## src/rtl/aons_pkg.sv

```systemverilog
// aons_pkg: shared types, name patterns and hit/flag codes for the AML object name scanner.
// Used by every module of the scanner; no dependencies.
`default_nettype none

package aons_pkg;

   localparam int NAME_COUNT = 12;
   localparam int WIN_BYTES  = 8;   // longest name is eight bytes
   localparam int HIT_W      = 9;
   localparam int FLAG_W     = 5;
   localparam int BAT_COUNT  = 4;

   // blob hit bits
   localparam int HIT_PNP0C0A = 4;
   localparam int HIT_AC      = 5;
   localparam int HIT_EC      = 6;
   localparam int HIT_BIF     = 7;
   localparam int HIT_BST     = 8;

   // sticky flag bits
   localparam int FLAG_BATTERY = 0;
   localparam int FLAG_AC      = 1;
   localparam int FLAG_EC      = 2;
   localparam int FLAG_BIF     = 3;
   localparam int FLAG_BST     = 4;

   localparam logic [2:0] FIRST_NONE = 3'd4;

   // newest byte of the window sits in the low byte, as does the last char of each name
   localparam logic [63:0] NAME_PATTERN [NAME_COUNT] = '{
      64'("BAT0"), 64'("BAT1"), 64'("BAT2"), 64'("BAT3"),
      64'("PNP0C0A"), 64'("ACPI0003"), 64'("ACAD"), 64'("ADP1"),
      64'("PNP0C09"), 64'("_BIF"), 64'("_BIX"), 64'("_BST")
   };
   localparam logic [3:0] NAME_LEN [NAME_COUNT] = '{
      4'd4, 4'd4, 4'd4, 4'd4, 4'd7, 4'd8, 4'd4, 4'd4, 4'd7, 4'd4, 4'd4, 4'd4
   };
   localparam logic [3:0] NAME_HIT_BIT [NAME_COUNT] = '{
      4'd0, 4'd1, 4'd2, 4'd3, 4'd4, 4'd5, 4'd5, 4'd5, 4'd6, 4'd7, 4'd7, 4'd8
   };

   typedef struct packed {
      logic             valid;
      logic [HIT_W-1:0] hits;
   } commit_req_type;

   typedef struct packed {
      logic       battery_present;
      logic [2:0] battery_count;
      logic [2:0] first_battery;
      logic       ac_present;
      logic       ec_present;
      logic       bif_present;
      logic       bst_present;
   } status_type;

   // per-name compare of one window byte; names shorter than the position don't care
   function automatic logic [NAME_COUNT-1:0] pos_match(input logic [7:0] b,
                                                       input logic [2:0] pos);
      logic [NAME_COUNT-1:0] m;
      m = '0;
      for (int k = 0; k < NAME_COUNT; k++) begin
         if ({1'b0, pos} < NAME_LEN[k]) begin
            m[k] = (b == NAME_PATTERN[k][8*int'(pos) +: 8]);
         end else begin
            m[k] = 1'b1;
         end
      end
      return m;
   endfunction

endpackage : aons_pkg

`default_nettype wire

```

## src/rtl/aml_object_name_scanner_core.sv

```systemverilog
// aml_object_name_scanner_core: top level of the AML object name scanner.
// Depends on aons_pkg, aons_byte_cell and aons_commit_unit.
//
//   channel | dir | tdata                    | tuser | tlast
//   req     | in  | [7:0] data_byte          | -     | last_of_blob
//   rsp     | out | [0] battery_present, [3:1] battery_count, [6:4] first_battery,
//           |     | [7] ac_present, [8] ec_present, [9] bif_present, [10] bst_present
//
// One byte per cycle while no rsp word is stalled; each accepted word yields one rsp word on the next cycle.
// The window is the newest byte plus a seven-cell chain, and every name is compared against it at once.
// Reset clears the window, blob count/hits and all sticky state at once.
// req_tready drops only while a rsp word is held and rsp_tready is low.
`default_nettype none

module aml_object_name_scanner_core
   import aons_pkg::*;
#(
   parameter int MIN_BLOB_LEN = 36
) (
   input  wire logic        clock,
   input  wire logic        reset,
   input  wire logic        req_tvalid,
   output logic             req_tready,
   input  wire logic [7:0]  req_tdata,   // [7:0] data_byte
   input  wire logic        req_tlast,
   output logic             rsp_tvalid,
   input  wire logic        rsp_tready,
   output logic      [15:0] rsp_tdata    // battery_present, battery_count, first_battery,
                                         // ac_present, ec_present, bif_present, bst_present
);

   localparam int CNT_W = $clog2(MIN_BLOB_LEN + 1);
   localparam logic [CNT_W-1:0] CNT_MIN = CNT_W'(MIN_BLOB_LEN);

   logic                  accept;
   logic                  rsp_valid_ff, rsp_valid_in;
   logic [CNT_W-1:0]      cnt_ff, cnt_in, cnt_next;
   logic [HIT_W-1:0]      hits_ff, hits_in, hits_now;
   logic [NAME_COUNT-1:0] name_hit;
   logic [NAME_COUNT-1:0] match [WIN_BYTES];
   logic [7:0]            win_byte [WIN_BYTES];
   commit_req_type        commit;
   status_type            status;

   assign req_tready  = !rsp_valid_ff || rsp_tready;
   assign accept      = req_tvalid && req_tready;
   assign win_byte[0] = req_tdata;
   assign match[0]    = pos_match(req_tdata, 3'd0);

   for (genvar p = 1; p < WIN_BYTES; p++) begin : g_cell
      aons_byte_cell #(
         .POSITION (p)
      ) u_cell (
         .clock    (clock),
         .reset    (reset),
         .shift    (accept),
         .clear    (accept && req_tlast),
         .byte_in  (win_byte[p-1]),
         .byte_out (win_byte[p]),
         .match    (match[p])
      );
   end

   // a name hits when every window position agrees; cleared cells hold zero,
   // which no name contains, so partial windows never match
   always_comb begin
      name_hit = '1;
      for (int p = 0; p < WIN_BYTES; p++) begin
         name_hit = name_hit & match[p];
      end
      hits_now = '0;
      for (int k = 0; k < NAME_COUNT; k++) begin
         hits_now[NAME_HIT_BIT[k]] = hits_now[NAME_HIT_BIT[k]] | name_hit[k];
      end
   end

   assign cnt_next = (cnt_ff == CNT_MIN) ? cnt_ff : cnt_ff + 1'b1;

   always_comb begin
      cnt_in  = cnt_ff;
      hits_in = hits_ff;
      if (accept) begin
         if (req_tlast) begin
            cnt_in  = '0;
            hits_in = '0;
         end else begin
            cnt_in  = cnt_next;
            hits_in = hits_ff | hits_now;
         end
      end
   end

   always_comb begin
      commit.valid = accept && req_tlast && (cnt_next == CNT_MIN);
      commit.hits  = hits_ff | hits_now;
   end

   always_comb begin
      rsp_valid_in = rsp_valid_ff;
      if (accept) begin
         rsp_valid_in = 1'b1;
      end else if (rsp_tready) begin
         rsp_valid_in = 1'b0;
      end
   end

   always_ff @(posedge clock) begin
      if (reset) begin
         cnt_ff       <= '0;
         hits_ff      <= '0;
         rsp_valid_ff <= 1'b0;
      end else begin
         cnt_ff       <= cnt_in;
         hits_ff      <= hits_in;
         rsp_valid_ff <= rsp_valid_in;
      end
   end

   aons_commit_unit u_commit (
      .clock  (clock),
      .reset  (reset),
      .commit (commit),
      .status (status)
   );

   // committed state only moves on accept, so it doubles as the held rsp word
   assign rsp_tvalid = rsp_valid_ff;
   assign rsp_tdata  = {5'b00000, status.bst_present, status.bif_present,
                        status.ec_present, status.ac_present, status.first_battery,
                        status.battery_count, status.battery_present};

endmodule : aml_object_name_scanner_core

`default_nettype wire

```

## src/rtl/aons_byte_cell.sv

```systemverilog
// aons_byte_cell: one stage of the byte window; holds a byte, passes it on, compares it
// against every name character expected at its position. Depends on aons_pkg.
`default_nettype none

module aons_byte_cell
   import aons_pkg::*;
#(
   parameter int POSITION = 1
) (
   input  wire logic                  clock,
   input  wire logic                  reset,
   input  wire logic                  shift,
   input  wire logic                  clear,
   input  wire logic [7:0]            byte_in,
   output logic      [7:0]            byte_out,
   output logic      [NAME_COUNT-1:0] match
);

   logic [7:0] byte_ff;
   logic [7:0] byte_next_in;

   always_comb begin
      byte_next_in = byte_ff;
      if (clear) begin
         byte_next_in = '0;
      end else if (shift) begin
         byte_next_in = byte_in;
      end
   end

   always_ff @(posedge clock) begin
      if (reset) begin
         byte_ff <= '0;
      end else begin
         byte_ff <= byte_next_in;
      end
   end

   assign byte_out = byte_ff;
   assign match    = pos_match(byte_ff, 3'(POSITION));

endmodule : aons_byte_cell

`default_nettype wire

```

## src/rtl/aons_commit_unit.sv

```systemverilog
// aons_commit_unit: sticky battery/AC/EC/method flags, BATn mask and first battery index,
// updated when a blob's hits commit. Depends on aons_pkg.
`default_nettype none

module aons_commit_unit
   import aons_pkg::*;
(
   input  wire logic           clock,
   input  wire logic           reset,
   input  wire commit_req_type commit,
   output status_type          status
);

   logic [BAT_COUNT-1:0] mask_ff,   mask_in;
   logic [2:0]           first_ff,  first_in;
   logic [FLAG_W-1:0]    sticky_ff, sticky_in;
   logic [BAT_COUNT-1:0] new_bat;
   logic [2:0]           lowest_new;

   assign new_bat = commit.hits[BAT_COUNT-1:0] & ~mask_ff;

   always_comb begin
      lowest_new = FIRST_NONE;
      for (int b = BAT_COUNT - 1; b >= 0; b--) begin
         if (new_bat[b]) begin
            lowest_new = 3'(b);
         end
      end
   end

   always_comb begin
      mask_in   = mask_ff;
      first_in  = first_ff;
      sticky_in = sticky_ff;
      if (commit.valid) begin
         mask_in = mask_ff | new_bat;
         if ((mask_ff == '0) && (new_bat != '0)) begin
            first_in = lowest_new;
         end
         sticky_in[FLAG_BATTERY] = sticky_ff[FLAG_BATTERY] | (|new_bat)
                                   | commit.hits[HIT_PNP0C0A];
         sticky_in[FLAG_AC]  = sticky_ff[FLAG_AC]  | commit.hits[HIT_AC];
         sticky_in[FLAG_EC]  = sticky_ff[FLAG_EC]  | commit.hits[HIT_EC];
         sticky_in[FLAG_BIF] = sticky_ff[FLAG_BIF] | commit.hits[HIT_BIF];
         sticky_in[FLAG_BST] = sticky_ff[FLAG_BST] | commit.hits[HIT_BST];
      end
   end

   always_ff @(posedge clock) begin
      if (reset) begin
         mask_ff   <= '0;
         first_ff  <= FIRST_NONE;
         sticky_ff <= '0;
      end else begin
         mask_ff   <= mask_in;
         first_ff  <= first_in;
         sticky_ff <= sticky_in;
      end
   end

   always_comb begin
      status.battery_present = sticky_ff[FLAG_BATTERY];
      status.battery_count   = 3'({2'b00, mask_ff[0]} + {2'b00, mask_ff[1]}
                                  + {2'b00, mask_ff[2]} + {2'b00, mask_ff[3]});
      status.first_battery   = first_ff;
      status.ac_present      = sticky_ff[FLAG_AC];
      status.ec_present      = sticky_ff[FLAG_EC];
      status.bif_present     = sticky_ff[FLAG_BIF];
      status.bst_present     = sticky_ff[FLAG_BST];
   end

endmodule : aons_commit_unit

`default_nettype wire

```

## config.mk

```make
export PLATFORM = sky130hd
export DESIGN_NAME = aml_object_name_scanner_core
export DESIGN_NICKNAME = d
export VERILOG_FILES = /design/src/rtl/aons_pkg.sv /design/src/rtl/aml_object_name_scanner_core.sv /design/src/rtl/aons_byte_cell.sv /design/src/rtl/aons_commit_unit.sv
export SDC_FILE = /design/constraint.sdc
export NUM_CORES = 1
export LEC_CHECK = 0
export ABC_CLOCK_PERIOD_IN_PS = 7200
export BUFFER_PORTS_ARGS = -buffer_cell sky130_fd_sc_hd__buf_2
export CORE_MARGIN = 2
export CORE_UTILIZATION = 45
export CTS_BUF_LIST = sky130_fd_sc_hd__clkbuf_16
export DETAILED_ROUTE_END_ITERATION = 7
export HOLD_SLACK_MARGIN = 0.08
export PLACE_DENSITY = 0.74
export SKIP_LAST_GASP = 1
export SLEW_MARGIN = 30
export SYNTH_ARGS = -nofsm -noshare
export SYNTH_HDL_FRONTEND = slang
export SYNTH_HIERARCHICAL = 1
export SYNTH_SLANG_ARGS = --single-unit
```

## constraint.sdc

```tcl
create_clock -name clock -period 7.2 [get_ports clock]
set_input_delay 1.44 -clock clock [delete_from_list [all_inputs] [get_ports clock]]
set_output_delay 1.44 -clock clock [all_outputs]
set_load 0.01 [all_outputs]
```

### After elaboration in Yosys (flattened, before gate mapping)

Cells that the tools add are included.

* bits in registers: 84
* bits in read-only memories: 0
* RAM bits: 0
* word-level logic and storage cells: 92
* latch bits: 0
* memories kept: 0

* equality and inequality tests: 34
* $mul: 0
* bitwise logic cells: 20
* multiplexer cells: 9
* div/mod/pow operators: 0
* add/sub/neg operators: 4
* shifts and indexed selects: 0
* reductions and logical operators: 12
* magnitude comparators: 0

Operators with widths (number)
* == test 8 x 7 -> 1 bit, second input constant: 24
* bitwise AND 12 bit: 7
* == test 8 x 6 -> 1 bit, second input constant: 8
* == test 6 bit, second input constant: 2
* 2-to-1 mux 3 bit: 4
* 2-to-1 mux 6 bit: 2
* 2-to-1 mux 9 bit: 1
* bitwise OR 1 bit: 9
* bitwise OR 9 bit: 1
* adder 3 x 1 -> 3 bit: 2
* adder 6 x 1 -> 6 bit, second input constant: 1
* bitwise AND 4 bit: 1
* logical AND 1 bit: 4
* logical NOT 4 bit: 1
* NOT 4 bit: 1
* bitwise OR 4 bit: 1
* nonzero test 4 bit: 1
* OR reduction 4 bit: 1
* adder 1 x 1 -> 2 bit: 1
* 2-to-1 mux 1 bit: 2
* AND reduction 2 bit: 1
* nonzero test 2 bit: 1
* OR reduction 2 bit: 1
* logical NOT 1 bit: 1
* logical OR 1 bit: 1

### Logic depth before layout (Yosys ltp)

Gate-level depths: netlist of run 1.

* depth in word-level cells: 16
* depth in mapped cells: 10
* gate-level depth less buffers: 9

### By module

The synthesis of run 1 kept the hierarchy.

Modules (own cells, without submodules)
* aml_object_name_scanner_core: cells each 138, area an instance 1172.4 um^2, instances 1
* aons_commit_unit: cells each 58, area an instance 550.5 um^2, instances 1
* aons_byte_cell (g_cell[3].u_cell): cells each 44, area an instance 431.7 um^2, instances 1
* aons_byte_cell (g_cell[1].u_cell): cells each 47, area an instance 426.7 um^2, instances 1
* aons_byte_cell (g_cell[2].u_cell): cells each 45, area an instance 414.1 um^2, instances 1
* aons_byte_cell (g_cell[4].u_cell): cells each 44, area an instance 414.1 um^2, instances 1
* aons_byte_cell (g_cell[6].u_cell): cells each 43, area an instance 414.1 um^2, instances 1
* aons_byte_cell (g_cell[5].u_cell): cells each 43, area an instance 405.4 um^2, instances 1
* aons_byte_cell (g_cell[7].u_cell): cells each 42, area an instance 395.4 um^2, instances 1

### Worst setup path after synthesis of run 1

OpenSTA, ideal clock, no wires.

* kind: input-to-reg
* start: input port rsp_tready
* end: register u_commit.first_ff[2]
* stages on the path: 8
* path slack: 4135 ps
* data required time: 7086 ps
* buffers on the path: 1
* data arrival time: 2951 ps
* path through: nand2b_4 -> nand2_4 -> or4_1 -> nor3_1 -> buf_6 -> and4bb_4 -> nand2_1 -> a21o_1

RTL lines
* start: declaration: RTL line aml_object_name_scanner_core.sv:27 `input wire logic rsp_tready,`
* end signal: assignment: RTL line aons_commit_unit.sv:56 `first_ff <= first_in;`
* end: declaration: RTL line aons_commit_unit.sv:15 `logic [2:0] first_ff, first_in;`

### Worst setup path in the final report of run 1

* start: register u_commit.mask_ff[0]
* end: output port rsp_tdata[2]

* word-level cells in the longest chain between the ends: 3

Ends and longest elaborated chain
* start: declaration: RTL line aons_commit_unit.sv:14 `logic [BAT_COUNT-1:0] mask_ff, mask_in;`
* start signal: assignment: RTL line aons_commit_unit.sv:55 `mask_ff <= mask_in;`
* adder 1 x 1 -> 2 bit: RTL line aons_commit_unit.sv:63 `status.battery_count = 3'({2'b00, mask_ff[0]} + {2'b00, mask_ff[1]}`
* adder 3 x 1 -> 3 bit (2 in series): RTL line aons_commit_unit.sv:64 `+ {2'b00, mask_ff[2]} + {2'b00, mask_ff[3]});`
* end: declaration: RTL line aml_object_name_scanner_core.sv:28 `output logic [15:0] rsp_tdata`

No other way between the ends.

==> results_dict.tcl, run 1 <==
set metrics [dict create \
    synth_area_sq_mm 0.00462 \
    tns_ps 0 \
    grt_pass1_wl_um 14800 \
    hold_ws_ps 452 \
    antennaDiodeCount 0 \
    critical_path_class "reg -> out" \
    grt_max_degree 73 \
    synth_area_per_cell_sq_um 9.18 \
    first_pass_iters 5 \
    synthArstFlopShare_pct 0 \
    critPathCaptureType "output pin" \
    die_y_um 105 \
    cp_data_required_time_ps 5760 \
    slew_violations 0 \
    syn_inst 504 \
    clock_latency_ps 340 \
    min_period_ps 3370 \
    crit_chain "inv_1 > fa_1 > inv_1 > ha_1 > ha_1 > buf_2" \
    peakVddDrop_mv 0.108 \
    cts_setup_buffers 0 \
    grt_antenna_before_repair 0 \
    ys_types 69 \
    die_area_sq_mm 0.0111 \
    cp_slowest_cell "fa_1" \
    stdcell_area_sq_mm 0.00473 \
    wl_per_cell_um 14.1 \
    gp_congestion 0.841 \
    io_pins 31 \
    coreArea_sq_mm 0.0101 \
    cts.htree.levels 3 \
    start_util_pct 45.6 \
    p_leak_uw 0.00203 \
    io_buffers 25 \
    cts_num_sinks 84 \
    fillCellCount 938 \
    drt_iter0_drc 211 \
    dpl_cell_area_sq_mm 0.00446 \
    seq_area_frac_synth_pct 36.4 \
    power_uw 945 \
    setup_viol 0 \
    synth-edff-count 0 \
    fp-row-count 37 \
    cts_buffers 9 \
    p_per_area_mw_per_mm2 200 \
    grt_pass1_vias 3154 \
    dp_hpwl_um 6430 \
    path_clk_slew_ps 60 \
    cap_violations 0 \
    cpPeakStageDelay_ps 530 \
    cts_tree "yes" \
    hold_path.class "reg -> reg" \
    die_w_um 105 \
    via_count 3323 \
    crit_arrival_ps 1930 \
    grt_overflow_total 0 \
    regArea_sq_mm 0.00168 \
    drive_above_1_share_pct 14.5 \
    clockBufferDepth 2 \
    worst_pin_slew_ps 910 \
    final_cells 634 \
    rsz0062_at_grt "false" \
    cts_hold_buf 0 \
    place_inst 618 \
    cp_top_family "adder cells" \
    post_cts_resize_count 0 \
    synth_seq_cells 84 \
    routed_via_density 5.24 \
    hold_violations 0 \
    ant_nets 0 \
    finalCritPeriodShare_pct 46.8 \
    grt.total_usage_pct 16.5 \
    yosys_warnings 6 \
    area_growth_syn_to_layout_pct 2.30 \
    path_max_fanout 3 \
    route.detailed.drc 0 \
    fmax_mhz 297 \
    status "complete, no violations" \
    synth_ff_type "dfxtp_1" \
    final_nets 512 \
    clock-skew-final_ps 6.72 \
    cts-root-buf "clkbuf_16" \
    multi_input_area_sq_mm 0.00243 \
    critical_path_buf_inv_count 3 \
    cp-start-kind "flip-flop" \
    wl_um 8940 \
    relSlewSlack_pct 38.5 \
]
[cells in the final DEF (no fill, tap or decap), types with 5 or more instances in the layout]
cell,Yosys,layout
a21oi_1,16,16
and3_1,7,7
and4_1,8,8
buf_2,7,25
clkbuf_16,0,9
conb_1,5,43
dfxtp_1,84,84
ha_1,5,5
inv_1,13,14
mux2i_1,57,57
nand2_1,11,11
nand3_1,9,9
nand4_1,14,14
nor2_1,78,78
nor4_1,8,8
o211a_1,9,9
or2_2,6,6
or4_1,5,5
[metrics by stage]
stage               setup slack (ps)  utilization, %
finish                          3830            46.7
global route                    3760            46.7
CTS                             3800            46.6
detailed placement              3450            44.0
global placement                3460            44.0
floorplan                       4140               -
[worst reg2reg max path: cells and delay by family, from the launching register on]
kind             cells  cell delay [ps]
flip-flops           1              340
AND/OR/NAND/NOR      6             1680
AO/OA/AOI/OAI        2              720
[routing by layer]
metal | global-route usage, % | up-vias | wire length (um)
li1 | - | 1656 | -
met1 | 20.8 | 1565 | 4040
met2 | 27.1 | 88 | 4350
met3 | 3.53 | 14 | 377
met4 | 7.24 | 0 | 163
met5 | 0 | - | 0
[where the power goes]
group          internal, uW  switching [uW]  leakage, uW  total (uW)
Combinational          23.6            39.7      0.00123        63.3
Sequential              469            6.39     0.000678         476
Clock                   228             178     0.000125         406
Total                   721             224      0.00203         945
[flip-flops by register name, indices dropped and copies added (netlist names)]
signal	flops
cnt_ff	6
u_commit/first_ff	3
u_commit/sticky_ff	5
u_commit/mask_ff	4
g_cell.u_cell/byte_out	56
hits_ff	9
rsp_tvalid	1
[worst paths after layout]
kind | end | cells past startpoint | startpoint | slack (ps)
max | rsp_tdata[2] | 6 | u_commit/mask_ff[0] | 3830
min | u_commit/sticky_ff[0] | 2 | u_commit/sticky_ff[0] | 450
min reg2reg | u_commit/sticky_ff[0] | 2 | u_commit/sticky_ff[0] | 450
max reg2reg | u_commit/first_ff[2] | 8 | g_cell[2].u_cell/byte_out[7] | 4340
[cell families (layout without fill, tap and decap cells)]
group	Yosys count	count (layout)	share of synthesized area, %
flip-flops	84	84	36.4
AND/OR/NAND/NOR	200	200	26.4
multiplexers	57	57	12.3
AO/OA/AOI/OAI	49	49	7.87
buffers and inverters	100	56	14.3
adder cells (fa/ha/maj)	6	6	1.79
other	5	43	0.406
XOR/XNOR	3	3	0.568
[final cells by class]
| type | count | area share (%) |
|---|---|---|
| Timing Repair Buffer | 26 | 2.88 |
| Clock inverter | 7 | 0.741 |
| Inverter | 14 | 1.14 |
| Multi-Input combinational cell | 358 | 51.3 |
| Sequential cell | 84 | 35.5 |
| Clock buffer | 9 | 4.76 |
| Tap cell | 136 | 3.60 |
[synthesized netlist by cell type (all sizes together), types with 2 or more instances]
library cell / instances / area share, %
nand4b: 2 / 0.38
conb: 5 / 0.41
and4bb: 3 / 0.89
nand2: 12 / 1.1
clkbuf: 7 / 0.65
inv: 13 / 1.1
or4: 6 / 1.1
nand4bb: 2 / 0.49
or2: 7 / 0.95
dfxtp: 84 / 36
xnor2: 2 / 0.38
a41oi: 2 / 0.38
buf: 79 / 13
nor3: 2 / 0.22
nand3: 10 / 1.2
or2b: 3 / 0.49
a31oi: 2 / 0.27
and4: 8 / 1.5
nand4: 15 / 2.2
nor4: 12 / 2.2
a21oi: 19 / 2.3
nor2b: 4 / 0.54
nor2: 78 / 6.3
o211a: 9 / 1.9
or3b: 2 / 0.38
o21ai: 4 / 0.43
mux2i: 57 / 12
and3: 7 / 0.95
or4b: 2 / 0.51
nor4b: 6 / 1.4
a31o: 3 / 0.57
ha: 5 / 1.4
and4b: 4 / 0.87
nand2b: 7 / 1.2
a41o: 2 / 0.43
nor4bb: 3 / 0.65
Power figures use the tool's default switching activity.
==> run 2, diff against run 1 <==
--- a/config.mk
+++ b/config.mk
@@ -5,14 +5,14 @@
 export SDC_FILE = /design/constraint.sdc
 export NUM_CORES = 1
 export LEC_CHECK = 0
-export ABC_CLOCK_PERIOD_IN_PS = 7200
+export ABC_CLOCK_PERIOD_IN_PS = 3020
 export BUFFER_PORTS_ARGS = -buffer_cell sky130_fd_sc_hd__buf_2
 export CORE_MARGIN = 2
 export CORE_UTILIZATION = 45
 export CTS_BUF_LIST = sky130_fd_sc_hd__clkbuf_16
 export DETAILED_ROUTE_END_ITERATION = 7
 export HOLD_SLACK_MARGIN = 0.08
-export PLACE_DENSITY = 0.74
+export PLACE_DENSITY = 0.77
 export SKIP_LAST_GASP = 1
 export SLEW_MARGIN = 30
 export SYNTH_ARGS = -nofsm -noshare
==> constraint.sdc (replaced) <==
create_clock -name clock -period 3.02 [get_ports clock]
set_input_delay 0.604 -clock clock [delete_from_list [all_inputs] [get_ports clock]]
set_output_delay 0.604 -clock clock [all_outputs]
set_load 0.01 [all_outputs]
==> run 2 against run 1 <==
Count of clock-buffer cells in the layout did not move. Cell count rose by 0.32%. Die area did not move. Via count fell by 0.84%. Sequential power rose by 140%. Power rose by 140%. Sequential cell count did not move. Critical path type is now reg -> reg. Critical endpoint is now u_commit/first_ff[2]. First-iteration DRC count fell by 3.8%.
==> results_dict.tcl, run 2 (synthesis gave the netlist of run 1 again) <==
set metrics [dict create \
    hold_violations 0 \
    worstReg2RegEnd "u_commit/first_ff[2]" \
    power_uw 2290 \
    coreArea_sq_mm 0.0101 \
    cp.depth 8 \
    slew_violations 0 \
    wl_per_cell_um 13.6 \
    crit_arrival_ps 2890 \
    fmax_mhz 375 \
    ant_nets 0 \
    reg2reg_from "g_cell[2].u_cell/byte_out[7]" \
    die_area_sq_mm 0.0111 \
    clkPwrFrac_pct 43.9 \
    min_path_cells 2 \
    crit_chain "or4_4 > nor4_1 > nand3_1 > o31ai_1 > nand2b_2 > nand4_2 > nand2_1 > a21o_1" \
    drt_iter0_drc 203 \
    cts_hold_buf 0 \
    die_y_um 105 \
    die_w_um 105 \
    first_pass_iters 4 \
    antennaDiodeCount 0 \
    r2r_cells 8 \
    grt_max_degree 53 \
    clock-skew-final_ps 6.59 \
    io_buffers 25 \
    clock_latency_ps 340 \
    critical_path_class "reg -> reg" \
    dp_hpwl_um 6240 \
    cts_buffers 9 \
    grt_pass1_vias 3088 \
    clockBufferDepth 2 \
    wl_um 8670 \
    largest_reg_flops 56 \
    cts-root-buf "clkbuf_16" \
    cts_setup_buffers 0 \
    cpPeakStageDelay_ps 560 \
    endpoint "u_commit/first_ff[2]" \
    net-switching-power_uw 556 \
    path_clk_slew_ps 60 \
    critPathCaptureType "flip-flop" \
    hold_path.class "reg -> reg" \
    cap_violations 0 \
    peakVddDrop_mv 0.236 \
    start_util_pct 45.6 \
    min_period_ps 2670 \
    sequentialPowerShare_pct 49.5 \
    combPwrFrac_pct 6.6 \
    gp_congestion 0.878 \
    ff2ff_setup_slack_ps 350 \
    critical_path.startpoint "g_cell[2].u_cell/byte_out[7]" \
    drive_above_1_share_pct 15.4 \
    final_nets 514 \
    layout_common_cells "dfxtp_1 (84), nor2_1 (78), mux2i_1 (57), conb_1 (43), buf_2 (25)" \
    layout_commonest_cell "dfxtp_1" \
    cp_slowest_cell "or4_4" \
    grt.total_usage_pct 16.0 \
    worst_pin_slew_ps 620 \
    setup_viol 0 \
    cp_data_required_time_ps 3250 \
    hold_ws_ps 447 \
    netSwitchingFraction_pct 24.3 \
    p_leak_uw 0.00205 \
    post_cts_resize_count 0 \
    routed_via_density 5.18 \
    grt_pass1_wl_um 14600 \
    critical_path_buf_inv_count 0 \
    path_max_fanout 4 \
    grt_overflow_total 0 \
    status "complete, no violations" \
    rsz0062_at_grt "false" \
    tns_ps 0 \
    finalCritPeriodShare_pct 88.3 \
    p_per_area_mw_per_mm2 481 \
    fp-row-count 37 \
    cts_tree "yes" \
    p_int_uw 1730 \
    relSlewSlack_pct 58.3 \
    via_count 3295 \
    cp-start-kind "flip-flop" \
    cp_top_family "simple AND/OR/NAND/NOR gates" \
    io_pins 31 \
    area_growth_syn_to_layout_pct 3.06 \
    grt_antenna_before_repair 0 \
    cts.htree.levels 3 \
    cts_num_sinks 84 \
    route.detailed.drc 0 \
]
==> run 2: worst min path at each step <==
stage | end | startpoint | slack [ps]
6_report | u_commit/sticky_ff[0] | u_commit/sticky_ff[0] | 450
5_1_grt | u_commit/sticky_ff[0] | u_commit/sticky_ff[0] | 470
4_1_cts | u_commit/sticky_ff[0] | u_commit/sticky_ff[0] | 450
3_5_place_dp | u_commit/sticky_ff[0] | u_commit/sticky_ff[0] | 440
3_3_place_gp | u_commit/sticky_ff[0] | u_commit/sticky_ff[0] | 430
2_1_floorplan | u_commit/mask_ff[0] | u_commit/mask_ff[0] | 450
==> run 2: power by group through the flow <==
stage / Clock (uW) / Combinational, uW / Sequential [uW]
2_1_floorplan: 0 / 158 / 1150
3_5_place_dp: 0 / 150 / 1160
4_1_cts: 1030 / 150 / 1130
5_1_grt: 1080 / 166 / 1140
6_report: 1010 / 152 / 1130
3_3_place_gp: 0 / 147 / 1160
==> run 2: tightest hold or removal path: cells and delay by family (launching register included) <==
kind | cells | cell delay (ps)
flops | 1 | 300
compound gates | 1 | 50
buf+inv | 1 | 50
==> run 2: stage by stage <==
stage	std cells	setup WS (ps)	util (%)	instance area [sq um]
global route	636	192	47.0	4770
global placement	620	466	44.3	4490
finish	636	354	47.0	4770
floorplan	542	585	-	4770
detailed placement	620	403	44.3	4490
CTS	636	374	47.0	4770
==> run 2: area by class of cell <==
type                       instances  area (sq um)
clock buffer                       9           225
clock inverter                     7          51.3
fill                             914          5370
inverter                          14          53.8
multi-input combinational        358          2420
sequential                        84          1680
tap                              136           170
timing repair buffer              28           160
==> run 2: per-layer routing <==
metal	wire, um	track usage (%)	up-vias	part of all wire [%]
li1	-	-	1660	-
met1	4010	19.9	1585	46
met2	4300	27.2	40	50
met3	212	2.84	10	2.4
met4	138	6.29	0	1.6
met5	0	0	-	0
